File: config.mk
export PLATFORM = sky130hd
export DESIGN_NAME = rpvg_vec_cell
export DESIGN_NICKNAME = d
export VERILOG_FILES = /design/src/rtl/core/rpvg_pkg.sv /design/src/rtl/core/rpvg_vec_cell.sv
export SDC_FILE = /design/constraint.sdc
export NUM_CORES = 1
export LEC_CHECK = 0
export BUFFER_PORTS_ARGS = -buffer_cell sky130_fd_sc_hd__buf_4
export CAP_MARGIN = 15
export CORE_MARGIN = 3
export CORE_UTILIZATION = 45
export CTS_CLUSTER_SIZE = 20
export DETAILED_ROUTE_END_ITERATION = 6
export GPL_ROUTABILITY_DRIVEN = 0
export PLACE_DENSITY = 0.78
export SYNTH_ARGS = -nofsm -noshare
export SYNTH_HDL_FRONTEND = slang
export SYNTH_SLANG_ARGS = --single-unit
File: constraint.sdc
create_clock -name clk -period 2.9 [get_ports clk]
set_input_delay 0.145 -clock clk [delete_from_list [all_inputs] [get_ports clk]]
set_output_delay 0.145 -clock clk [all_outputs]
set_load 0.005 [all_outputs]
File: src/rtl/core/rpvg_pkg.sv
// ----------------------------------------------------------------------------
// rpvg_pkg
// Shared constants and the arctangent table for the polygon vertex generator.
// ----------------------------------------------------------------------------
package rpvg_pkg;

  localparam int CORDIC_STEPS = 28;
  localparam int STEP_BITS = 5;
  localparam logic [31:0] CORDIC_ONE = 32'd652032875;
  localparam logic [31:0] RADIUS_MIN = 32'd6;
  localparam logic [6:0] SIDES_RESET = 7'd6;

  function automatic logic [31:0] turn_atan(input logic [STEP_BITS-1:0] idx);
    logic [31:0] v;
    case (idx)
      5'd0: v = 32'd536870912;
      5'd1: v = 32'd316933406;
      5'd2: v = 32'd167458907;
      5'd3: v = 32'd85004756;
      5'd4: v = 32'd42667331;
      5'd5: v = 32'd21354465;
      5'd6: v = 32'd10679838;
      5'd7: v = 32'd5340245;
      5'd8: v = 32'd2670163;
      5'd9: v = 32'd1335087;
      5'd10: v = 32'd667544;
      5'd11: v = 32'd333772;
      5'd12: v = 32'd166886;
      5'd13: v = 32'd83443;
      5'd14: v = 32'd41722;
      5'd15: v = 32'd20861;
      5'd16: v = 32'd10430;
      5'd17: v = 32'd5215;
      5'd18: v = 32'd2608;
      5'd19: v = 32'd1304;
      5'd20: v = 32'd652;
      5'd21: v = 32'd326;
      5'd22: v = 32'd163;
      5'd23: v = 32'd81;
      5'd24: v = 32'd41;
      5'd25: v = 32'd20;
      5'd26: v = 32'd10;
      5'd27: v = 32'd5;
      default: v = 32'd0;
    endcase
    return v;
  endfunction

endpackage

File: src/rtl/core/rpvg_vec_cell.sv
// ----------------------------------------------------------------------------
// rpvg_vec_cell
// One vectoring step of the heading angle chain, registered.
// ----------------------------------------------------------------------------
module rpvg_vec_cell #(
  parameter int STEP = 0
) (
  input  logic               clk,
  input  logic signed [34:0] x_in,
  input  logic signed [34:0] z_in,
  input  logic [31:0]        acc_in,
  output logic signed [34:0] x_out,
  output logic signed [34:0] z_out,
  output logic [31:0]        acc_out
);
  import rpvg_pkg::*;

  logic signed [34:0] x_r, z_r;
  logic [31:0] acc_r;

  always_ff @(posedge clk) begin
    if (z_in > 0) begin
      x_r <= x_in + (z_in >>> STEP);
      z_r <= z_in - (x_in >>> STEP);
      acc_r <= acc_in + turn_atan(STEP_BITS'(STEP));
    end else begin
      x_r <= x_in - (z_in >>> STEP);
      z_r <= z_in + (x_in >>> STEP);
      acc_r <= acc_in - turn_atan(STEP_BITS'(STEP));
    end
  end

  assign x_out = x_r;
  assign z_out = z_r;
  assign acc_out = acc_r;
endmodule

Word-level counts from Yosys, hierarchy flattened
Index checks and enable logic that the tools add are counted.
{"block": "totals", "ff_bits": 102, "in_bits": 103, "out_inout_bits": 102}
{"block": "op_classes", "n_addsub": 5, "magnitude_cmp": 1, "n_mux": 3}
{"operator": "two-way mux 35 bit", "n": 2}
{"operator": "subtractor 35 bit", "n": 2}
{"operator": "adder 35 bit", "n": 1}
{"operator": "> comparator 35 x 1 -> 1 bit, second input constant", "n": 1}
{"operator": "adder 32 x 30 -> 32 bit, second input constant", "n": 1}
{"operator": "two-way mux 32 bit", "n": 1}
{"operator": "subtractor 32 x 30 -> 32 bit, second input constant", "n": 1}

Logic depth before layout (Yosys ltp)
Gate-level depths: netlist of the first run.
{"block": "depth", "depth_word": 2, "mapped_depth": 12, "mapped_depth_nobuf": 12}

Worst setup path after synthesis of the first run
No wires, ideal clock.
{"block": "synth_timing", "path_type": "input-to-reg", "from": "in x_in[9]", "to": "reg z_r[27] (netlist: z_out[27])", "setup_time_ns": 0.127, "arrival_time_ns": 2.574, "required_time_ns": 2.773, "slack_ns": 0.198, "stages": 12, "path_buffers": 1, "cell_sequence": "inv_1 > ha_1 > buf_6 > or3_1 > or3_4 > nor2_4 > a211oi_2 > o41a_1 > o21ba_1 > or3_1 > o2111ai_2 > xnor2_1"}
{"block": "synth_via", "elab_chain_cells": 2}
{"item": "start, declared", "line": "rpvg_vec_cell.sv:9", "source": "input logic signed [34:0] x_in,"}
{"item": "adder 35 bit or subtractor 35 bit (tied branches)", "line": "rpvg_vec_cell.sv:28, rpvg_vec_cell.sv:24"}
{"item": "two-way mux 35 bit *", "line": "rpvg_vec_cell.sv:22", "source": "if (z_in > 0) begin"}
{"item": "end signal, assigned", "line": "rpvg_vec_cell.sv:24", "source": "z_r <= z_in - (x_in >>> STEP);"}
{"item": "end signal, assigned", "line": "rpvg_vec_cell.sv:28", "source": "z_r <= z_in + (x_in >>> STEP);"}
{"item": "end, declared", "line": "rpvg_vec_cell.sv:18", "source": "logic signed [34:0] x_r, z_r;"}
Every way passes the cells marked *; elsewhere a longest branch is shown, timed or not.

Final worst setup path of the first run
{"block": "layout_timing", "from": "in x_in[7]", "to": "reg z_r[32] (netlist: z_out[32])"}
Same word-level chain as after synthesis.

==> impl_metrics.csv, run 1 <==
group,metric,value,unit
synth,synth_ff_type,"dfxtp_1",
sta,max_freq,367,MHz
sta,worst_pin_slew,601,ps
worst_setup_path,arrival,2960,ps
floorplanning,die_y,141,um
clock_network,cts_tree,"built",
sta,slew_viol_final,0,
synth,synthMuxAreaShare,0.0183,
floorplanning,fp-row-count,48,
sta,setup_viol_count_final,0,
placed_design,dpl.hpwl,23000,um
final_layout,antenna_cells,0,
clock_network,cts-root-buf,"clkbuf_16",
clock_network,cts_buffers,9,
routing,ant_nets,0,
synth,syn_avg_cell_area,7.68,um2
synth,synthSimpleGateAreaFrac,0.158,
clock_network,clock_path_buffers,2,
final_layout,fin_cells,1592,
sta,fin_crit,2720,ps
final_layout,nNetsFinal,1571,
min_path,hold_class,"input port to flip-flop",
final_layout,drive_gt1_frac,0.243,
synth,yosysWarnings,0,
worst_setup_path,end_kind,"flip-flop",
global_route,grt_pass1_wl,45000,um
routing,firstDrtPassIters,6,
floorplanning,die_area,19900,um2
synth,synthAdderAreaFrac,0.165,
worst_setup_path,cp_max_fo,3,
routing,drt_wl_total,28600,um
clock_network,clk_pin_slew,80,ps
floorplanning,dieWidth,141,um
floorplanning,core_area,17600,um2
floorplanning,start_util,0.467,
worst_setup_path,cp-startpoint,"x_in[7]",
clock_network,postCtsSetupRepairBufs,0,
worst_setup_path,critPathMaxStageDelay,410,ps
placed_design,port_buffers,204,
sta,slew_headroom,0.594,
global_route,grt_remaining_overflow,0,
worst_setup_path,crit_path_frequent_cell,"a21oi_1",
routing,vias,9172,
final_layout,fill_cells,1521,
synth,yosysUniqueCellTypes,71,
synth,netlist_instances,1069,
routing,routedWlPerCell,17.9,um
synth,syn_nets,1278,
synth,ys_ff_latch,101,
status,outcome,"completed",
synth,synth_compound_gate_area_share,0.268,
pwr,p_leak,5.35,nW
clock_network,cts.sinks,101,
worst_setup_path,critical_path_class,"input port to flip-flop",
pwr,irDropWorstVdd,0.366,mV
sta,hold_viol_final,0,
synth,synth_xor_xnor_area_share,0.0747,
sta,worst_slack,177,ps
synth,syn_area,8210,um2
synth,synth_top_family_by_area,"compound AO/OA/AOI/OAI gates",
sta,rsz0062_at_grt,"false",
routing,drc_errors,0,
routing,first_iter_violations,1059,
clock_network,htree_levels,3,
pwr,finalPower,0.00518,W
min_path,hp-start,"acc_in[30]",
placed_design,pre_cts_slack,-121,ps
min_path,worstHoldEndpoint,"acc_out[30]",
worst_setup_path,required,3140,ps
pwr,power_density,463,nW/um2
global_route,antenna_found_initial,2,
global_route,first_global_vias,8836,
worst_setup_path,cp_slowest_cell,"or3_1",
synth,async_flop_share,0,
floorplanning,ios,205,
sta,fin_crit_sh,0.939,
routing,viasPerCell,5.76,
job,drv_cap,0,
worst_setup_path,critPathLaunchType,"input port",
placed_design,post-place-cells,1546,
synth,synth_edf_count,0,
min_path,min_path_cells,2,
global_route,grt_max_degree,28,
final_layout,syn_to_final_growth,36.4,%
synth,synth_seq_area_share,0.246,
global_route,grtUsageTotal,0.280,
worst_setup_path,path_cells,"buf_4 > inv_1 > ha_1 > or3_1 > or3_4 > a21oi_1 > o21ba_2 > a21oi_1 > o21a_1 > o311ai_1 > a32oi_1 > xor2_1",
sta,hold_ws,34.2,ps
[layout by cell type (no fill, tap or decap), types with 5 or more instances in the layout]
cell / synthesis / routed
o21ai_0: 77 / 77
dfxtp_1: 101 / 101
buf_4: 1 / 297
o41ai_1: 5 / 5
nor3_1: 13 / 13
inv_1: 98 / 97
o21a_1: 7 / 7
dlygate4sd3_1: 0 / 30
xnor2_1: 66 / 66
nand3_1: 18 / 18
a211oi_1: 16 / 16
o21bai_1: 16 / 16
ha_1: 102 / 102
a31oi_1: 8 / 8
clkbuf_16: 0 / 9
mux2i_1: 15 / 15
nor2b_1: 12 / 12
nand4_1: 7 / 7
and2_1: 5 / 5
nand2_1: 54 / 54
nor2_1: 114 / 113
o211ai_1: 12 / 12
or3_1: 8 / 8
o31ai_1: 9 / 9
o31a_1: 5 / 5
nand2b_1: 12 / 12
a21o_1: 20 / 20
nor4_1: 16 / 16
a21oi_1: 132 / 132
[final cells by class]
class	count	area [um2]	area share
multi-input combinational	820	5640	0.504
tap	225	282	0.0251
clock inverter	6	67.6	0.00603
sequential	101	2020	0.181
clock buffer	10	239	0.0213
inverter	101	379	0.0339
timing repair buffer	329	2570	0.230
[power by group]
group | total [W] | switching [W] | internal, W
Sequential | 0.00173 | 0.0000805 | 0.00165
Clock | 0.00125 | 0.000615 | 0.000632
Combinational | 0.00221 | 0.00114 | 0.00107
Total | 0.00518 | 0.00183 | 0.00335
[logic make-up (layout without fill, tap and decap cells)]
kind of cell,after synthesis,count (layout)
simple gates,277,277
fa+ha+maj,106,106
xor+xnor,70,70
compound gates,352,352
flops,101,101
buf+inv,148,446
mux,15,15
[critical path, delay by kind of cell]
| kind | cells | cell delay [ps] |
|---|---|---|
| compound gates | 6 | 1430 |
| fa+ha+maj | 1 | 290 |
| buf+inv | 2 | 120 |
| xor+xnor | 1 | 190 |
| simple gates | 2 | 770 |
[how the worst max path moves through the flow]
stage | slack [ps] | cells past startpoint | endpoint
floorplan | 200 | 12 | z_out[27]
global placement | -30 | 14 | z_out[31]
detailed placement | -120 | 12 | x_out[21]
CTS | 260 | 12 | x_out[21]
global route | 60 | 12 | x_out[21]
finish | 180 | 12 | z_out[32]
[state kept, by name, summed over array words and instances (netlist names)]
signal	cells
z_out	35
x_out	34
acc_out	32
[Yosys cell counts (5+ instances only)]
cell	number	area, um2
a211oi_1	16	120
a21o_1	20	150
a21oi_1	132	661
a31oi_1	8	50.1
and2_1	5	31.3
buf_1	10	37.5
clkbuf_1	32	120
dfxtp_1	101	2020
ha_1	102	1280
inv_1	98	368
mux2i_1	15	150
nand2_1	54	203
nand2b_1	12	75.1
nand3_1	18	90.1
nand4_1	7	43.8
nor2_1	114	428
nor2b_1	12	75.1
nor3_1	13	65.1
nor4_1	16	100
o211ai_1	12	90.1
o21a_1	7	52.6
o21ai_0	77	385
o21bai_1	16	120
o31a_1	5	43.8
o31ai_1	9	67.6
o41ai_1	5	43.8
or3_1	8	50.1
xnor2_1	66	578
[stage by stage]
step                      utilization  setup TNS [ps]  instance area (um2)
after floorplan                     -               0                 8210
after global placement          0.601           -48.3                10600
after detailed placement        0.601            -748                10600
after CTS                       0.636               0                11200
after global routing            0.636               0                11200
final                           0.636               0                11200
[repair_timing]
action | in CTS | in global routing
gates resized for setup | 0 | 2
setup endpoints to repair | 0 | 3
endpoints found under the hold margin | 30 | 0
hold buffers | 30 | 0
[routing by layer]
layer,vias to the layer above,share of wire,global-route usage
li1,4319,-,-
met1,4120,0.39,0.345
met2,610,0.45,0.457
met3,119,0.11,0.0695
met4,4,0.045,0.132
met5,-,0.00095,0
Note: power is estimated with default switching activity, not from simulation.
==> run 2, diff against run 1 <==
==> config.mk (replaced) <==
export PLATFORM = sky130hd
export DESIGN_NAME = rpvg_vec_cell
export DESIGN_NICKNAME = d
export VERILOG_FILES = /design/src/rtl/core/rpvg_pkg.sv /design/src/rtl/core/rpvg_vec_cell.sv
export SDC_FILE = /design/constraint.sdc
export NUM_CORES = 1
export LEC_CHECK = 0
export BUFFER_PORTS_ARGS = -buffer_cell sky130_fd_sc_hd__buf_2
export CAP_MARGIN = 15
export CELL_PAD_IN_SITES_DETAIL_PLACEMENT = 1
export CELL_PAD_IN_SITES_GLOBAL_PLACEMENT = 2
export CORE_MARGIN = 3
export CORE_UTILIZATION = 31
export CTS_CLUSTER_SIZE = 20
export DETAILED_ROUTE_END_ITERATION = 6
export GPL_ROUTABILITY_DRIVEN = 0
export PLACE_DENSITY = 0.91
export SYNTH_ARGS = -nofsm -noshare
export SYNTH_HDL_FRONTEND = slang
export SYNTH_SLANG_ARGS = --single-unit
==> impl_metrics.csv, run 2 (synthesis gave the netlist of run 1 again) <==
group,metric,value,unit
job,drv_cap,0,
floorplanning,die_area,28500,um2
placed_design,dpl.hpwl,28100,um
worst_setup_path,arrival,2960,ps
pwr,power_density,455,nW/um2
routing,ant_nets,0,
worst_setup_path,cp_max_fo,12,
worst_setup_path,crit_family,"compound AO/OA/AOI/OAI gates",
worst_setup_path,critical_path_class,"input port to flip-flop",
routing,firstDrtPassIters,5,
sta,fin_crit,2720,ps
min_path,hold_class,"input port to flip-flop",
global_route,first_global_vias,9758,
sta,setup_viol_count_final,0,
worst_setup_path,cp_num_buf_inv,5,
clock_network,clock_path_buffers,2,
clock_network,clk_pin_slew,70,ps
worst_setup_path,cp-startpoint,"x_in[4]",
routing,drt_wl_total,34000,um
global_route,grt_pass1_wl,53200,um
worst_setup_path,crit_end,"x_out[27]",
global_route,grt_max_degree,31,
clock_network,htree_levels,3,
final_layout,final_common_cell,"buf_2",
clock_network,cts_tree,"built",
floorplanning,dieWidth,169,um
sta,hold_ws,66.2,ps
global_route,antenna_found_initial,0,
pwr,finalPower,0.00512,W
routing,viasPerCell,5.29,
floorplanning,core_area,25600,um2
routing,drc_errors,0,
pwr,irDropWorstVdd,0.256,mV
worst_setup_path,cp_slowest_cell,"a211oi_1",
sta,slew_viol_final,0,
clock_network,cts.sinks,101,
routing,first_iter_violations,569,
worst_setup_path,crit_path_frequent_cell,"buf_4",
sta,finalSetupTns,0,ps
global_route,grt_remaining_overflow,0,
worst_setup_path,end_kind,"flip-flop",
pwr,p_leak,5.46,nW
sta,hold_viol_final,0,
worst_setup_path,critPathMaxStageDelay,450,ps
sta,worst_pin_slew,721,ps
global_route,grtUsageTotal,0.233,
placed_design,port_buffers,204,
final_layout,most-common-layout-cells,"204 x buf_2, 153 x buf_4, 132 x a21oi_1",
worst_setup_path,path_depth,13,
routing,vias,9300,
clock_network,cts_buffers,9,
final_layout,drive_gt1_frac,0.276,
sta,fin_crit_sh,0.939,
final_layout,largest_register_ffs,35,
sta,max_freq,367,MHz
floorplanning,ios,205,
floorplanning,fp-row-count,58,
placed_design,pre_cts_slack,-265,ps
clock_network,cts-root-buf,"clkbuf_16",
floorplanning,die_y,169,um
sta,worst_slack,178,ps
status,outcome,"completed",
final_layout,antenna_cells,0,
worst_setup_path,required,3140,ps
sta,slew_headroom,0.514,
final_layout,syn_to_final_growth,37.3,%
final_layout,nNetsFinal,1632,
routing,routedWlPerCell,19.3,um
sta,rsz0062_at_grt,"false",
floorplanning,start_util,0.321,
worst_setup_path,critPathLaunchType,"input port",
final_layout,fill_cells,3143,
worst_setup_path,path_cells,"buf_2 > inv_1 > ha_1 > buf_4 > a21o_1 > o41ai_1 > buf_4 > o31a_1 > o31ai_1 > buf_4 > a211oi_1 > o21ai_0 > xnor2_1",
clock_network,postCtsSetupRepairBufs,0,
==> run 2: stage by stage <==
stage | instances | utilization | instance area [um2]
2_1_floorplan | 1069 | - | 8210
3_3_place_gp | 1712 | 0.416 | 10700
3_5_place_dp | 1712 | 0.416 | 10700
4_1_cts | 1757 | 0.439 | 11300
5_1_grt | 1757 | 0.440 | 11300
6_report | 1757 | 0.440 | 11300
==> run 2: per-layer routing <==
metal / vias up / part of all wire / wire [um] / global-route usage
li1: 4434 / - / - / -
met1: 4433 / 0.44 / 14800 / 0.296
met2: 350 / 0.46 / 15600 / 0.388
met3: 83 / 0.066 / 2240 / 0.0411
met4: 0 / 0.040 / 1360 / 0.100
met5: - / 0 / 0 / 0
==> run 2: layout make-up <==
type / count / area, um2 / area share
Clock inverter: 6 / 56.3 / 0.00499
Tap cell: 330 / 413 / 0.0366
Clock buffer: 9 / 225 / 0.0200
Inverter: 101 / 379 / 0.0336
Timing Repair Buffer: 390 / 2530 / 0.224
Multi-Input combinational cell: 820 / 5650 / 0.501
Sequential cell: 101 / 2020 / 0.179
==> run 2: worst min path at each step <==
stage | startpoint | endpoint | slack, ps | cells past startpoint
2_1_floorplan | acc_in[0] | acc_out[0] | 170 | 0
3_3_place_gp | acc_in[8] | acc_out[8] | 250 | 1
3_5_place_dp | acc_in[26] | acc_out[26] | 250 | 1
4_1_cts | acc_in[30] | acc_out[30] | 70 | 2
5_1_grt | acc_in[30] | acc_out[30] | 70 | 2
6_report | acc_in[30] | acc_out[30] | 70 | 2
==> run 2: repair_timing <==
action                     in CTS  in global routing
hold endpoints to repair       30                  0
resized for setup               0                  6
hold buffers                   30                  0
setup endpoints to repair       0                 12
==> run 2: where the power goes <==
part | total (W) | internal [W] | switching (W)
registers | 0.00173 | 0.00165 | 0.0000784
clock network | 0.00120 | 0.000597 | 0.000601
logic | 0.00220 | 0.000990 | 0.00121
total | 0.00512 | 0.00323 | 0.00189
