[config.mk]
export PLATFORM = sky130hd
export DESIGN_NAME = rpvg_rot_cell
export DESIGN_NICKNAME = d
export VERILOG_FILES = /design/src/rtl/core/rpvg_pkg.sv /design/src/rtl/core/rpvg_rot_cell.sv
export SDC_FILE = /design/constraint.sdc
export NUM_CORES = 1
export LEC_CHECK = 0
export BUFFER_PORTS_ARGS = -buffer_cell sky130_fd_sc_hd__buf_2
export CAP_MARGIN = 15
export CORE_MARGIN = 2
export CORE_UTILIZATION = 35
export CTS_CLUSTER_DIAMETER = 150
export DETAILED_ROUTE_END_ITERATION = 12
export GPL_ROUTABILITY_DRIVEN = 0
export HOLD_SLACK_MARGIN = 0.08
export PLACE_DENSITY_LB_ADDON = 0.25
export SLEW_MARGIN = 20
export SYNTH_ARGS = -nofsm -noshare
export SYNTH_HDL_FRONTEND = slang
export SYNTH_SLANG_ARGS = --single-unit
export TNS_END_PERCENT = 5
[constraint.sdc]
create_clock -name clk -period 3.75 [get_ports clk]
set_clock_uncertainty 0.2 [all_clocks]
set_input_delay 0.75 -clock clk [delete_from_list [all_inputs] [get_ports clk]]
set_output_delay 0.75 -clock clk [all_outputs]
set_load 0.005 [all_outputs]
[src/rtl/core/rpvg_pkg.sv]
// ----------------------------------------------------------------------------
// rpvg_pkg
// Shared constants and the arctangent table for the polygon vertex generator.
// ----------------------------------------------------------------------------
package rpvg_pkg;

  localparam int CORDIC_STEPS = 28;
  localparam int STEP_BITS = 5;
  localparam logic [31:0] CORDIC_ONE = 32'd652032875;
  localparam logic [31:0] RADIUS_MIN = 32'd6;
  localparam logic [6:0] SIDES_RESET = 7'd6;

  function automatic logic [31:0] turn_atan(input logic [STEP_BITS-1:0] idx);
    logic [31:0] v;
    case (idx)
      5'd0: v = 32'd536870912;
      5'd1: v = 32'd316933406;
      5'd2: v = 32'd167458907;
      5'd3: v = 32'd85004756;
      5'd4: v = 32'd42667331;
      5'd5: v = 32'd21354465;
      5'd6: v = 32'd10679838;
      5'd7: v = 32'd5340245;
      5'd8: v = 32'd2670163;
      5'd9: v = 32'd1335087;
      5'd10: v = 32'd667544;
      5'd11: v = 32'd333772;
      5'd12: v = 32'd166886;
      5'd13: v = 32'd83443;
      5'd14: v = 32'd41722;
      5'd15: v = 32'd20861;
      5'd16: v = 32'd10430;
      5'd17: v = 32'd5215;
      5'd18: v = 32'd2608;
      5'd19: v = 32'd1304;
      5'd20: v = 32'd652;
      5'd21: v = 32'd326;
      5'd22: v = 32'd163;
      5'd23: v = 32'd81;
      5'd24: v = 32'd41;
      5'd25: v = 32'd20;
      5'd26: v = 32'd10;
      5'd27: v = 32'd5;
      default: v = 32'd0;
    endcase
    return v;
  endfunction

endpackage

[src/rtl/core/rpvg_rot_cell.sv]
// ----------------------------------------------------------------------------
// rpvg_rot_cell
// One rotation step of the cosine and sine chain, registered, with tags.
// ----------------------------------------------------------------------------
module rpvg_rot_cell #(
  parameter int STEP = 0,
  parameter int TAG_BITS = 8
) (
  input  logic                clk,
  input  logic                rst_n,
  input  logic                vld_in,
  input  logic [TAG_BITS-1:0] tag_in,
  input  logic signed [33:0]  x_in,
  input  logic signed [33:0]  y_in,
  input  logic signed [33:0]  r_in,
  output logic                vld_out,
  output logic [TAG_BITS-1:0] tag_out,
  output logic signed [33:0]  x_out,
  output logic signed [33:0]  y_out,
  output logic signed [33:0]  r_out
);
  import rpvg_pkg::*;

  logic vld_r;
  logic [TAG_BITS-1:0] tag_r;
  logic signed [33:0] x_r, y_r, r_r, at;

  assign at = $signed({2'b00, turn_atan(STEP_BITS'(STEP))});

  always_ff @(posedge clk) begin
    if (!rst_n) vld_r <= 1'b0;
    else vld_r <= vld_in;
    tag_r <= tag_in;
    if (r_in >= 0) begin
      x_r <= x_in - (y_in >>> STEP);
      y_r <= y_in + (x_in >>> STEP);
      r_r <= r_in - at;
    end else begin
      x_r <= x_in + (y_in >>> STEP);
      y_r <= y_in - (x_in >>> STEP);
      r_r <= r_in + at;
    end
  end

  assign vld_out = vld_r;
  assign tag_out = tag_r;
  assign x_out = x_r;
  assign y_out = y_r;
  assign r_out = r_r;
endmodule

# After elaboration in Yosys (flattened, before gate mapping)

Cells that the tools add are included.

$add $sub $neg: 5
Mux-type cells: 3
Order comparisons: 1

Operator list:

| kind                                                 | number |
|---|---|
| two-way mux 34 bit                                   | 3 |
| subtractor 34 bit                                    | 2 |
| adder 34 x 31 -> 34 bit, second input constant       | 1 |
| adder 34 bit                                         | 1 |
| >= comparator 34 x 1 -> 1 bit, second input constant | 1 |
| subtractor 34 x 31 -> 34 bit, second input constant  | 1 |

Register bits: 111
Logic and storage cells: 14
Input port bits: 113

# Longest topological paths before layout

Gate-level depths: netlist of the first run.

Word-level depth: 2
Mapped depth: 15

# Least setup slack after synthesis of the first run

OpenSTA, ideal clock, no wires.

Kind: input-to-reg
From: in x_in[0]
To: reg x_r[26] (netlist: x_out[26])
Stages on the path: 12
Setup slack: 0.610 ns
Data arrival time: 2.868 ns
Setup time: 0.072 ns
Data required time: 3.478 ns
Buffers on the path: 0
Path through: inv_1 > ha_1 > fa_1 > nor2b_4 > o31ai_2 > a221oi_1 > o21bai_2 > a31oi_1 > o31ai_2 > o31a_1 > a21oi_2 > xnor2_1

Cells in the longest elaborated chain, start to end: 2
Elaborated cells between the ends (all ways): 3

Ends and longest elaborated chain:

| what                                              | line                                     | RTL |
|---|---|---|
| from (decl)                                       | rpvg_rot_cell.sv:13                      | `input logic signed [33:0] x_in,` |
| adder 34 bit or subtractor 34 bit (tied branches) | rpvg_rot_cell.sv:39, rpvg_rot_cell.sv:35 |  |
| two-way mux 34 bit *                              | rpvg_rot_cell.sv:34                      | `if (r_in >= 0) begin` |
| to (signal assigned)                              | rpvg_rot_cell.sv:35                      | `x_r <= x_in - (y_in >>> STEP);` |
| to (signal assigned)                              | rpvg_rot_cell.sv:39                      | `x_r <= x_in + (y_in >>> STEP);` |
| to (decl)                                         | rpvg_rot_cell.sv:26                      | `logic signed [33:0] x_r, y_r, r_r, at;` |

Every way passes the cells marked *; elsewhere a longest branch is shown, timed or not.
A chain may end at the register's enable or synchronous reset.

# Final worst setup path of the first run

From: in x_in[0]
To: reg x_r[30] (netlist: x_out[30])

The elaborated chain is that of the path after synthesis.

==> results of run 1 <==
kinds of logic (layout without fill, tap and decap cells):
| family | after synthesis | count (layout) | share of synthesized area |
|---|---|---|---|
| AO/OA/AOI/OAI | 330 | 330 | 0.2584 |
| XOR/XNOR | 68 | 68 | 0.07137 |
| adder cells (fa/ha/maj) | 107 | 107 | 0.1640 |
| buffers and inverters | 151 | 400 | 0.07677 |
| flip-flops | 110 | 110 | 0.2639 |
| multiplexers | 17 | 17 | 0.02039 |
| AND/OR/NAND/NOR | 243 | 243 | 0.1452 |
metal layers:
layer / vias up / GRT usage / routed length, um
met4: 0 / 0.06092 / 579
met5: - / 0 / 0
met2: 375 / 0.3760 / 13240
met1: 3830 / 0.2631 / 11560
li1: 4065 / - / -
met3: 53 / 0.03974 / 2123
path summary, 6_finish.rpt:
kind,endpoint,slack [ns],from
worst min-delay path,tag_out[7],0.29,tag_in[7]
worst max-delay path,x_out[30],0.28,x_in[0]
cell type report:
| class | instances | area [um^2] | area share |
|---|---|---|---|
| multi-input combinational | 765 | 5509 | 0.5294 |
| inverter | 107 | 401.6 | 0.03860 |
| timing repair buffer | 277 | 1559 | 0.1498 |
| sequential | 110 | 2202 | 0.2116 |
| clock inverter | 7 | 110.1 | 0.01058 |
| clock buffer | 9 | 225.2 | 0.02164 |
| tap | 319 | 399.1 | 0.03836 |
Yosys cell counts (all sizes together), types with 5 or more instances:
master	instances
buf	34
nand3	15
nor2	80
ha	103
nand4	13
dfxtp	110
nand2b	8
o21ai	61
clkbuf	10
o31ai	14
and2	5
o31a	6
xnor2	58
xor2	10
o211ai	15
nor3	22
a31oi	9
a21o	16
nand2	49
nor4	10
a221oi	5
or4	6
o21bai	25
inv	106
a21oi	126
mux2i	17
nor2b	14
a211oi	8
o21a	10
stage by stage:
step | setup WS, ns | utilization | instance area [um^2] | instances
3_5_place_dp | -0.03861 | 0.4291 | 10070 | 1578
6_report | 0.2806 | 0.4433 | 10410 | 1594
2_1_floorplan | 0.6101 | - | 8344 | 1026
5_1_grt | 0.09521 | 0.4433 | 10410 | 1594
4_1_cts | 0.3427 | 0.4433 | 10410 | 1594
3_3_place_gp | -0.03126 | 0.4291 | 10070 | 1578
power by group through the flow:
stage / sequential (W) / combinational [W] / clock, W
final: 0.00143 / 0.00148 / 0.00109
after global placement: 0.00146 / 0.00147 / 0
after global routing: 0.00146 / 0.00163 / 0.00116
after floorplan: 0.00148 / 0.000819 / 0
after CTS: 0.00144 / 0.00148 / 0.00111
after detailed placement: 0.00146 / 0.00147 / 0
sequential cells by signal (all words and copies together) (netlist names):
signal	count
vld_out	1
tag_out	8
x_out	33
y_out	34
r_out	34
layout by cell type, fill, tap and decap left out, types with 14 or more instances in the layout:
| cell type | netlist | layout |
|---|---|---|
| sky130_fd_sc_hd__a21o_1 | 16 | 16 |
| sky130_fd_sc_hd__a21oi_1 | 124 | 124 |
| sky130_fd_sc_hd__buf_2 | 20 | 223 |
| sky130_fd_sc_hd__buf_4 | 11 | 51 |
| sky130_fd_sc_hd__dfxtp_1 | 110 | 110 |
| sky130_fd_sc_hd__ha_1 | 103 | 103 |
| sky130_fd_sc_hd__inv_1 | 103 | 103 |
| sky130_fd_sc_hd__mux2i_1 | 17 | 17 |
| sky130_fd_sc_hd__nand2_1 | 49 | 49 |
| sky130_fd_sc_hd__nand3_1 | 15 | 15 |
| sky130_fd_sc_hd__nor2_1 | 80 | 79 |
| sky130_fd_sc_hd__nor3_1 | 22 | 22 |
| sky130_fd_sc_hd__o211ai_1 | 14 | 14 |
| sky130_fd_sc_hd__o21ai_0 | 53 | 53 |
| sky130_fd_sc_hd__o21bai_1 | 23 | 23 |
| sky130_fd_sc_hd__xnor2_1 | 58 | 58 |
==> results.rst, run 1 <==
.. list-table::
   :header-rows: 1

   * - Metric
     - Value
   * - Synthesized instance count
     - between 1000 and 1500
   * - Instance count along the most critical hold path
     - 1
   * - CTS tree
     - yes
   * - Crit path required time
     - roughly 3.9 ns
   * - Fraction of registers with async set/reset
     - 0
   * - Arrival time of the worst setup path
     - approximately 3.6 ns
   * - Number of setup buffers added after CTS
     - 0
   * - Actual transition at the worst max-transition pin
     - 0.7395 ns
   * - Overall die width
     - about 160 um
   * - Slew margin rel.
     - 0.5024
   * - Reported leakage power
     - ~5.0 nW
   * - Delay contributed by the slowest stage of the critical path
     - about 0.5 ns
   * - Remaining Overflow, GRT
     - 0
   * - Count of final setup violators
     - 0
   * - EDFF count, synth
     - 0
   * - Count of nets after finishing
     - between 1000 and 1500
   * - Total detailed-routing wirelength
     - 27500 um
   * - Master cell of the clock root buffer
     - sky130_fd_sc_hd__clkbuf_16
   * - Library cell with the largest summed area after synthesis
     - sky130_fd_sc_hd__dfxtp_1
   * - Number of detailed-route iterations in the first pass
     - 8
   * - Cell mode on critical path
     - sky130_fd_sc_hd__a31oi_1
   * - DRC violation count after routing
     - 0
   * - Critical-path top delay cell
     - sky130_fd_sc_hd__a221oi_1
   * - Max-Cap Viols
     - 0
   * - Number of synthesis warnings
     - 0
   * - Number of I/O pins
     - about 220
   * - Hold Violations, Final
     - 0
   * - Cell internal power dissipation
     - 0.002570 W
   * - Hold buffers post-CTS
     - 0
   * - Clock group share of total power
     - 0.273
   * - Rows
     - 56
   * - Min-delay worst type
     - input pin to flip-flop
   * - Ranking of synthesized cells by area
     - sky130_fd_sc_hd__dfxtp_1 26%, sky130_fd_sc_hd__ha_1 15%, sky130_fd_sc_hd__a21oi_1 7.4%, sky130_fd_sc_hd__xnor2_1 6.1%, sky130_fd_sc_hd__inv_1 4.6%
   * - Layout Area Growth over Synthesis
     - 24.71%
   * - Unique cell type count in the Yosys netlist
     - slightly below 80
   * - Worst path cell trace
     - buf_2 -> inv_1 -> ha_1 -> fa_1 -> nor2b_4 -> o31ai_2 -> a221oi_1 -> o21bai_2 -> a31oi_1 -> or3_1 -> a21oi_1 -> a31oi_1 -> xnor2_1
   * - Die area
     - about 0.025 mm^2
   * - Area of the mapped netlist
     - between 0.008 and 0.009 mm^2
   * - #FFs+latches synth
     - 110
   * - Fmax achieved
     - 288.2 MHz
   * - Switching power total
     - around 0.0014 W
   * - Core Box Area
     - about 0.023 mm^2
   * - Number of buffers and inverters on the critical path
     - 2
   * - Maximum number of pins on one net before global-route repair
     - 54
   * - Die Height
     - between 150 and 200 um
   * - Status
     - complete, no violations
   * - Initial antenna violation count
     - 0
   * - Count of port buffers added during placement
     - around 220
   * - Max Slew Vio Count
     - 0
   * - Setup_tns
     - 0 ns
   * - Final worst hold slack
     - ~0.29 ns
   * - Power per cell area
     - 385.3 mW/mm^2
   * - Number of buffers between clock root and the deepest sink
     - 2
   * - Avg Cell Area, Syn
     - a little over 8 um^2
   * - Htree depth
     - 3
   * - Via density per instance
     - approximately 5.2
   * - Detailed-placement wirelength estimate
     - roughly 22000 um
   * - Ratio of cells with drive above 1 in the final layout
     - 0.2573
   * - Clock sink total
     - 110
   * - Number of cells upsized or downsized after cts
     - 0
   * - Peak VDD IR
     - 0.0002065 V
   * - Crit path max fanout
     - 3
   * - Detailed Route Iter0 Violations
     - between 600 and 700
   * - Overall fraction of global-route tracks in use
     - 0.2127
   * - Clock transition at path regs
     - 0.10 ns
   * - First-pass GRT wire length
     - 41460 um
   * - Sequential fraction of design power
     - 0.358
   * - Part of the Yosys area used for sequential elements
     - 0.2639
   * - Starting Density
     - 0.3555
   * - Count of cell instances traversed by the critical path
     - 13
   * - Type of element capturing the critical path
     - flip-flop
   * - Fraction of power spent switching nets
     - 0.3590
   * - Number of fillers in the final layout
     - between 2000 and 2500
   * - Final clock period utilization by the worst path
     - 0.9252
   * - Net count after synthesis
     - ~1200
   * - Area share of the leading cell type in the synthesized netlist
     - 0.2639
   * - Final critical delay including setup and external delays
     - ~3.5 ns
   * - Num CTS Buffers
     - 9
   * - # diodes
     - 0
   * - Power share of the combinational group
     - 0.369
   * - Worst Setup Path Type
     - input pin to flip-flop
   * - Dominant register cell in the synthesized netlist
     - sky130_fd_sc_hd__dfxtp_1
   * - Via count
     - around 8300
   * - Critical path's top delay family
     - compound AO/OA/AOI/OAI gates
   * - Number of global-route vias before repair
     - approximately 7900
   * - Count of nets left with antenna violations after detail routing
     - 0
   * - Kind of launch point of the worst setup path
     - input pin
   * - Total Power
     - around 0.004 W
   * - Setup repair after global routing missed its margin
     - false
   * - Wirelength per Cell
     - roughly 17 um
Power figures use the tool's default switching activity.
==> run 2, diff against run 1 <==
--- a/config.mk
+++ b/config.mk
@@ -12,9 +12,10 @@
 export CTS_CLUSTER_DIAMETER = 150
 export DETAILED_ROUTE_END_ITERATION = 12
 export GPL_ROUTABILITY_DRIVEN = 0
+export GPL_TIMING_DRIVEN = 0
 export HOLD_SLACK_MARGIN = 0.08
+export MAX_ROUTING_LAYER = met4
 export PLACE_DENSITY_LB_ADDON = 0.25
-export SLEW_MARGIN = 20
 export SYNTH_ARGS = -nofsm -noshare
 export SYNTH_HDL_FRONTEND = slang
 export SYNTH_SLANG_ARGS = --single-unit
==> results.rst, run 2 (synthesized netlist as in run 1, its figures left out) <==
.. list-table::
   :header-rows: 1

   * - Metric
     - Value
   * - Most common library cell in the layout ignoring fill and taps
     - sky130_fd_sc_hd__buf_2
   * - Overall die width
     - 158.4 um (unchanged)
   * - Fmax achieved
     - 273.4 MHz (-5.2%)
   * - Total placed instance area
     - 0.009859 mm^2 (-2.1%)
   * - Min-delay worst type
     - input pin to flip-flop
   * - Commonest non-fill, non-tap cells in the layout
     - 242 x sky130_fd_sc_hd__buf_2, 124 x sky130_fd_sc_hd__a21oi_1, 110 x sky130_fd_sc_hd__dfxtp_1
   * - Remaining Overflow, GRT
     - 0 (unchanged)
   * - Crit path required time
     - 3.83 ns (-0.02 ns)
   * - Count of nets after finishing
     - 1480 (-0.67%)
   * - Slew margin rel.
     - 0.4204 (-0.08205)
   * - Post-Place Worst Slack
     - -0.2174 ns (-0.1788 ns)
   * - Rows
     - 56 (unchanged)
   * - Htree depth
     - 3 (unchanged)
   * - # diodes
     - 0 (unchanged)
   * - Total detailed-routing wirelength
     - 29310 um (+6.6%)
   * - Ratio of cells with drive above 1 in the final layout
     - 0.2419 (-0.01536)
   * - Detailed-placement wirelength estimate
     - 23350 um (+3.9%)
   * - Actual transition at the worst max-transition pin
     - 0.8694 ns (+0.1299 ns)
   * - Initial antenna violation count
     - 0 (unchanged)
   * - Clock group share of total power
     - 0.265 (-0.008)
   * - Clock sink total
     - 110 (unchanged)
   * - CP startpoint
     - x_in[10]
   * - Setup repair after global routing missed its margin
     - false
   * - Switching power total
     - 0.001454 W (+0.99%)
   * - Layout Area Growth over Synthesis
     - 22.07%
   * - Worst Setup Path Type
     - input pin to flip-flop
   * - Number of setup buffers added after CTS
     - 0 (unchanged)
   * - Launch instance of the worst min-delay path
     - tag_in[7]
   * - Die area
     - 0.02509 mm^2 (unchanged)
   * - CTS tree
     - yes
   * - Via count
     - 8473 (+1.8%)
   * - Peak VDD IR
     - 0.0001818 V (-12%)
   * - Wirelength per Cell
     - 18.51 um (+7.3%)
   * - Count of port buffers added during placement
     - 223 (unchanged)
   * - Reported leakage power
     - 4.853 nW (-2.6%)
   * - Via density per instance
     - 5.349 (+2.4%)
   * - Final critical delay including setup and external delays
     - 3.658 ns (+0.1885 ns)
   * - Cell internal power dissipation
     - 0.002457 W (-4.4%)
   * - Number of I/O pins
     - 224 (unchanged)
   * - Arrival time of the worst setup path
     - 3.74 ns (+0.18 ns)
   * - Type of element capturing the critical path
     - flip-flop
   * - Core Box Area
     - 0.02347 mm^2 (unchanged)
   * - Detailed Route Iter0 Violations
     - 805 (+16%)
   * - Master cell of the clock root buffer
     - sky130_fd_sc_hd__clkbuf_16
   * - DRC violation count after routing
     - 0 (unchanged)
   * - Clock transition at path regs
     - 0.09 ns (about the same)
   * - Starting Density
     - 0.3555 (unchanged)
   * - Hold Violations, Final
     - 0 (unchanged)
   * - Power per cell area
     - 383.9 mW/mm^2 (-0.36%)
   * - Num CTS Buffers
     - 9 (unchanged)
   * - Final clock period utilization by the worst path
     - 0.9754 (+0.05026)
   * - Power share of the combinational group
     - 0.370 (about the same)
   * - Inst Count DP
     - 1568 (-0.63%)
   * - Number of detailed-route iterations in the first pass
     - 6 (-2)
   * - Hold buffers post-CTS
     - 0 (unchanged)
   * - Max-Cap Viols
     - 0 (unchanged)
   * - Number of global-route vias before repair
     - 8040 (+1.9%)
   * - Finished Cell Area
     - 0.01019 mm^2 (-2.1%)
   * - Die Height
     - 158.4 um (unchanged)
   * - Crit path max fanout
     - 5 (+2)
   * - First-pass GRT wire length
     - 43590 um (+5.2%)
   * - Count of final setup violators
     - 0 (unchanged)
   * - Timing endpoint of the critical path
     - x_out[19]
   * - Sequential fraction of design power
     - 0.365 (+0.007)
   * - Fraction of power spent switching nets
     - 0.3717 (+0.01274)
   * - Max Slew Vio Count
     - 0 (unchanged)
   * - Number of buffers between clock root and the deepest sink
     - 2 (unchanged)
   * - Final setup slack of the worst path
     - 0.09215 ns (-0.1885 ns)
   * - Kind of launch point of the worst setup path
     - input pin
   * - Status
     - complete, no violations
   * - Overall fraction of global-route tracks in use
     - 0.2317 (+0.01897)
   * - Non-Filler Instances
     - 1584 (-0.63%)
   * - Count of nets left with antenna violations after detail routing
     - 0 (unchanged)
   * - Maximum number of pins on one net before global-route repair
     - 24 (-56%)
   * - Setup_tns
     - 0 ns (unchanged)
-- run 2: worst min-delay path by stage --
stage | endpoint | slack (ns) | cells past startpoint
final | tag_out[7] | 0.28 | 1
after global routing | tag_out[7] | 0.26 | 1
after CTS | tag_out[7] | 0.27 | 1
after detailed placement | tag_out[7] | 0.65 | 1
after global placement | tag_out[7] | 0.65 | 1
after floorplan | r_out[0] | 0.58 | 0
-- run 2: critical path, cell delays in order --
cell	delay, ns
sky130_fd_sc_hd__buf_2	0.11
sky130_fd_sc_hd__inv_1	0.05
sky130_fd_sc_hd__ha_1	0.30
sky130_fd_sc_hd__inv_1	0.08
sky130_fd_sc_hd__a2111oi_0	0.68
sky130_fd_sc_hd__o211ai_2	0.28
sky130_fd_sc_hd__o21ai_0	0.70
sky130_fd_sc_hd__o21ba_2	0.24
sky130_fd_sc_hd__o21ai_1	0.06
sky130_fd_sc_hd__o21ai_1	0.13
sky130_fd_sc_hd__o21ai_1	0.10
sky130_fd_sc_hd__xnor2_1	0.24
-- run 2: metrics by stage --
stage	utilization	hold WS (ns)	power, W
2_1_floorplan	-	0.5777	0.002300
3_3_place_gp	0.4200	0.6526	0.002874
3_5_place_dp	0.4200	0.6543	0.002880
4_1_cts	0.4337	0.2721	0.003937
5_1_grt	0.4340	0.2611	0.004158
6_report	0.4340	0.2820	0.003911
-- run 2: metal layers --
| metal | routed length, um | part of all wire | vias up | GRT usage |
|---|---|---|---|---|
| li1 | - | - | 4035 | - |
| met4 | 994 | 0.034 | 0 | 0.08108 |
| met1 | 12190 | 0.42 | 3883 | 0.2870 |
| met3 | 2336 | 0.080 | 79 | 0.03103 |
| met5 | 0 | 0 | - | - |
| met2 | 13800 | 0.47 | 476 | 0.3880 |
-- run 2: power by group through the flow --
stage               combinational [W]  sequential (W)  clock (W)
floorplan                    0.000819         0.00148          0
detailed placement            0.00142         0.00146          0
finish                        0.00145         0.00143    0.00103
CTS                           0.00143         0.00143    0.00107
global route                  0.00158         0.00145    0.00113
global placement              0.00142         0.00145          0
-- run 2: cell type report --
cell class / count / area (um^2)
flip-flops and latches: 110 / 2202
clock buffers: 9 / 225.2
inverters: 107 / 401.6
plain buffers: 44 / 241.5
multi-input cells: 765 / 5504
fillers: 2445 / 13290
well taps: 319 / 399.1
clock inverters: 7 / 96.34
repair buffers: 223 / 1116
-- run 2: timing repair --
item | 4_1_cts | 5_1_grt
hold endpoints to repair | 0 | 0
gates resized for setup | 0 | 2
setup endpoints to repair | 0 | 1
==> run 3, diff against run 2 <==
--- a/config.mk
+++ b/config.mk
@@ -7,15 +7,15 @@
 export LEC_CHECK = 0
 export BUFFER_PORTS_ARGS = -buffer_cell sky130_fd_sc_hd__buf_2
 export CAP_MARGIN = 15
-export CORE_MARGIN = 2
+export CORE_MARGIN = 5
 export CORE_UTILIZATION = 35
 export CTS_CLUSTER_DIAMETER = 150
 export DETAILED_ROUTE_END_ITERATION = 12
 export GPL_ROUTABILITY_DRIVEN = 0
-export GPL_TIMING_DRIVEN = 0
 export HOLD_SLACK_MARGIN = 0.08
 export MAX_ROUTING_LAYER = met4
 export PLACE_DENSITY_LB_ADDON = 0.25
+export REMOVE_ABC_BUFFERS = 1
 export SYNTH_ARGS = -nofsm -noshare
 export SYNTH_HDL_FRONTEND = slang
 export SYNTH_SLANG_ARGS = --single-unit
==> results.rst, run 3 (synthesized netlist as in run 1, its figures left out) <==
.. list-table::
   :header-rows: 1

   * - Metric
     - Value
   * - Reported leakage power
     - 5.049 nW (+4.0%)
   * - Finished Core Util
     - 0.4474 (+0.01349)
   * - Core Box Area
     - 0.02347 mm^2 (unchanged)
   * - Hold Violations, Final
     - 0 (unchanged)
   * - Actual transition at the worst max-transition pin
     - 0.5813 ns (-0.2881 ns)
   * - Worst Setup Path Type
     - input pin to flip-flop
   * - Wirelength per Cell
     - 17.28 um (-6.6%)
   * - Cell internal power dissipation
     - 0.002521 W (+2.6%)
   * - Count of final setup violators
     - 0 (unchanged)
   * - Setup repair after global routing missed its margin
     - false
   * - Peak VDD IR
     - 0.0001759 V (-3.2%)
   * - Number of buffers between clock root and the deepest sink
     - 2 (unchanged)
   * - Number of setup buffers added after CTS
     - 0 (unchanged)
   * - Final setup slack of the worst path
     - 0.3475 ns (+0.2554 ns)
   * - Post-Place Worst Slack
     - -0.08452 ns (+0.1329 ns)
   * - Starting Density
     - 0.3555 (unchanged)
   * - Count of nets after finishing
     - 1505 (+1.7%)
   * - Number of fillers in the final layout
     - 2391 (-2.2%)
   * - Maximum number of pins on one net before global-route repair
     - 32 (+33%)
   * - Detailed-placement wirelength estimate
     - 22930 um (-1.8%)
   * - DRC violation count after routing
     - 0 (unchanged)
   * - Total placed instance area
     - 0.01018 mm^2 (+3.3%)
   * - First-pass GRT wire length
     - 42920 um (-1.6%)
   * - Crit path required time
     - 3.85 ns (+0.02 ns)
   * - Hold buffers post-CTS
     - 0 (unchanged)
   * - Sequential fraction of design power
     - 0.360 (-0.005)
   * - Final clock period utilization by the worst path
     - 0.9073 (-0.06810)
   * - Count of port buffers added during placement
     - 223 (unchanged)
   * - Number of cells upsized or downsized after cts
     - 0 (unchanged)
   * - Finished Cell Area
     - 0.01050 mm^2 (+3.1%)
   * - Crit path max fanout
     - 5 (unchanged)
   * - Overall die width
     - 164.4 um (+3.8%)
   * - CP startpoint
     - x_in[1]
   * - Most common library cell in the layout ignoring fill and taps
     - sky130_fd_sc_hd__buf_2
   * - Via density per instance
     - 5.202 (-2.8%)
   * - Remaining Overflow, GRT
     - 0 (unchanged)
   * - Clock group share of total power
     - 0.261 (-0.004)
   * - Clock sink total
     - 110 (unchanged)
   * - Clock transition at path regs
     - 0.09 ns (about the same)
   * - Timing endpoint of the critical path
     - x_out[31]
   * - Critical path's top delay family
     - compound AO/OA/AOI/OAI gates
   * - Max-Cap Viols
     - 0 (unchanged)
   * - Master cell of the clock root buffer
     - sky130_fd_sc_hd__clkbuf_16
   * - Commonest non-fill, non-tap cells in the layout
     - 223 x sky130_fd_sc_hd__buf_2, 124 x sky130_fd_sc_hd__a21oi_1, 110 x sky130_fd_sc_hd__dfxtp_1
   * - Critical-path top delay cell
     - sky130_fd_sc_hd__o211ai_1
   * - Worst path cell trace
     - buf_2 -> inv_1 -> ha_1 -> nor2b_1 -> o21ai_0 -> a21oi_1 -> buf_4 -> buf_4 -> o211ai_1 -> a41oi_1 -> a41oi_2 -> nand2b_1 -> o21ai_1 -> xnor2_1
   * - Power per cell area
     - 377.9 mW/mm^2 (-1.6%)
   * - Power share of the combinational group
     - 0.378 (+0.008)
   * - Overall fraction of global-route tracks in use
     - 0.2045 (-0.02724)
   * - Via count
     - 8370 (-1.2%)
   * - Kind of launch point of the worst setup path
     - input pin
   * - Min-delay worst type
     - input pin to flip-flop
   * - Arrival time of the worst setup path
     - 3.50 ns (-0.24 ns)
   * - Initial antenna violation count
     - 0 (unchanged)
   * - # diodes
     - 0 (unchanged)
   * - Die area
     - 0.02703 mm^2 (+7.7%)
   * - Htree depth
     - 3 (unchanged)
   * - Layout Area Growth over Synthesis
     - 25.87%
   * - Count of cell instances traversed by the critical path
     - 14 (+2)
   * - Inst Count DP
     - 1593 (+1.6%)
   * - Final worst hold slack
     - 0.2813 ns (-0.0006820 ns)
   * - Fmax achieved
     - 293.9 MHz (+7.5%)
   * - Final critical delay including setup and external delays
     - 3.402 ns (-0.2554 ns)
   * - Die Height
     - 164.4 um (+3.8%)
   * - CTS tree
     - yes
   * - Number of buffers and inverters on the critical path
     - 4 (+1)
   * - Switching power total
     - 0.001447 W (-0.45%)
   * - Number of global-route vias before repair
     - 8045 (+0.062%)
   * - Non-Filler Instances
     - 1609 (+1.6%)
   * - Detailed Route Iter0 Violations
     - 708 (-12%)
   * - Type of element capturing the critical path
     - flip-flop
   * - Cell mode on critical path
     - sky130_fd_sc_hd__buf_4
   * - Status
     - complete, no violations
   * - Delay contributed by the slowest stage of the critical path
     - 0.36 ns (-0.34 ns)
   * - Slew margin rel.
     - 0.6092 (+0.1888)
   * - Count of nets left with antenna violations after detail routing
     - 0 (unchanged)
   * - Fraction of power spent switching nets
     - 0.3646 (-0.007088)
   * - Number of detailed-route iterations in the first pass
     - 8 (+2)
   * - Ratio of cells with drive above 1 in the final layout
     - 0.2659 (+0.02399)
   * - Total detailed-routing wirelength
     - 27800 um (-5.2%)
   * - Num CTS Buffers
     - 9 (unchanged)
   * - Number of I/O pins
     - 224 (unchanged)
   * - Rows
     - 56 (unchanged)
   * - Max Slew Vio Count
     - 0 (unchanged)
## run 3: cell count changes in the layout (fill, tap and decap cells not counted), sizes merged
cell and change:
buf +36, clkbuf -11
## run 3: routing by layer
layer	share of wire	GRT usage	vias up	wire length (um)
met5	0	-	-	0
met1	0.44	0.2635	3872	12210
met4	0.018	0.04877	0	487
li1	-	-	4098	-
met2	0.47	0.3353	370	12930
met3	0.078	0.03669	30	2172
## run 3: how the worst min path moves through the flow
| stage | startpoint | to | cells past startpoint |
|---|---|---|---|
| 4_1_cts | tag_in[2] | tag_out[2] | 1 |
| 5_1_grt | tag_in[5] | tag_out[5] | 1 |
| 3_3_place_gp | tag_in[2] | tag_out[2] | 1 |
| 2_1_floorplan | r_in[0] | r_out[0] | 0 |
| 6_report | tag_in[2] | tag_out[2] | 1 |
| 3_5_place_dp | tag_in[2] | tag_out[2] | 1 |
## run 3: area by class of cell
cell class | count | area (um^2) | area share
repair buffers | 292 | 1672 | 0.1592
flip-flops and latches | 110 | 2202 | 0.2097
clock buffers | 9 | 225.2 | 0.02144
inverters | 107 | 401.6 | 0.03824
well taps | 319 | 399.1 | 0.03800
clock inverters | 7 | 93.84 | 0.008935
multi-input cells | 765 | 5509 | 0.5245
## run 3: per-stage QoR
step / power (W) / setup TNS, ns
2_1_floorplan: 0.002273 / -52.54
3_3_place_gp: 0.002947 / -0.2248
3_5_place_dp: 0.002949 / -0.5033
4_1_cts: 0.004008 / 0
5_1_grt: 0.004223 / 0
6_report: 0.003969 / 0
## run 3: power groups by stage
stage / clock [W] / sequential (W) / combinational, W
final: 0.00104 / 0.00143 / 0.00150
after global routing: 0.00112 / 0.00145 / 0.00165
after CTS: 0.00108 / 0.00143 / 0.00150
after detailed placement: 0 / 0.00146 / 0.00149
after global placement: 0 / 0.00146 / 0.00149
after floorplan: 0 / 0.00148 / 0.000792
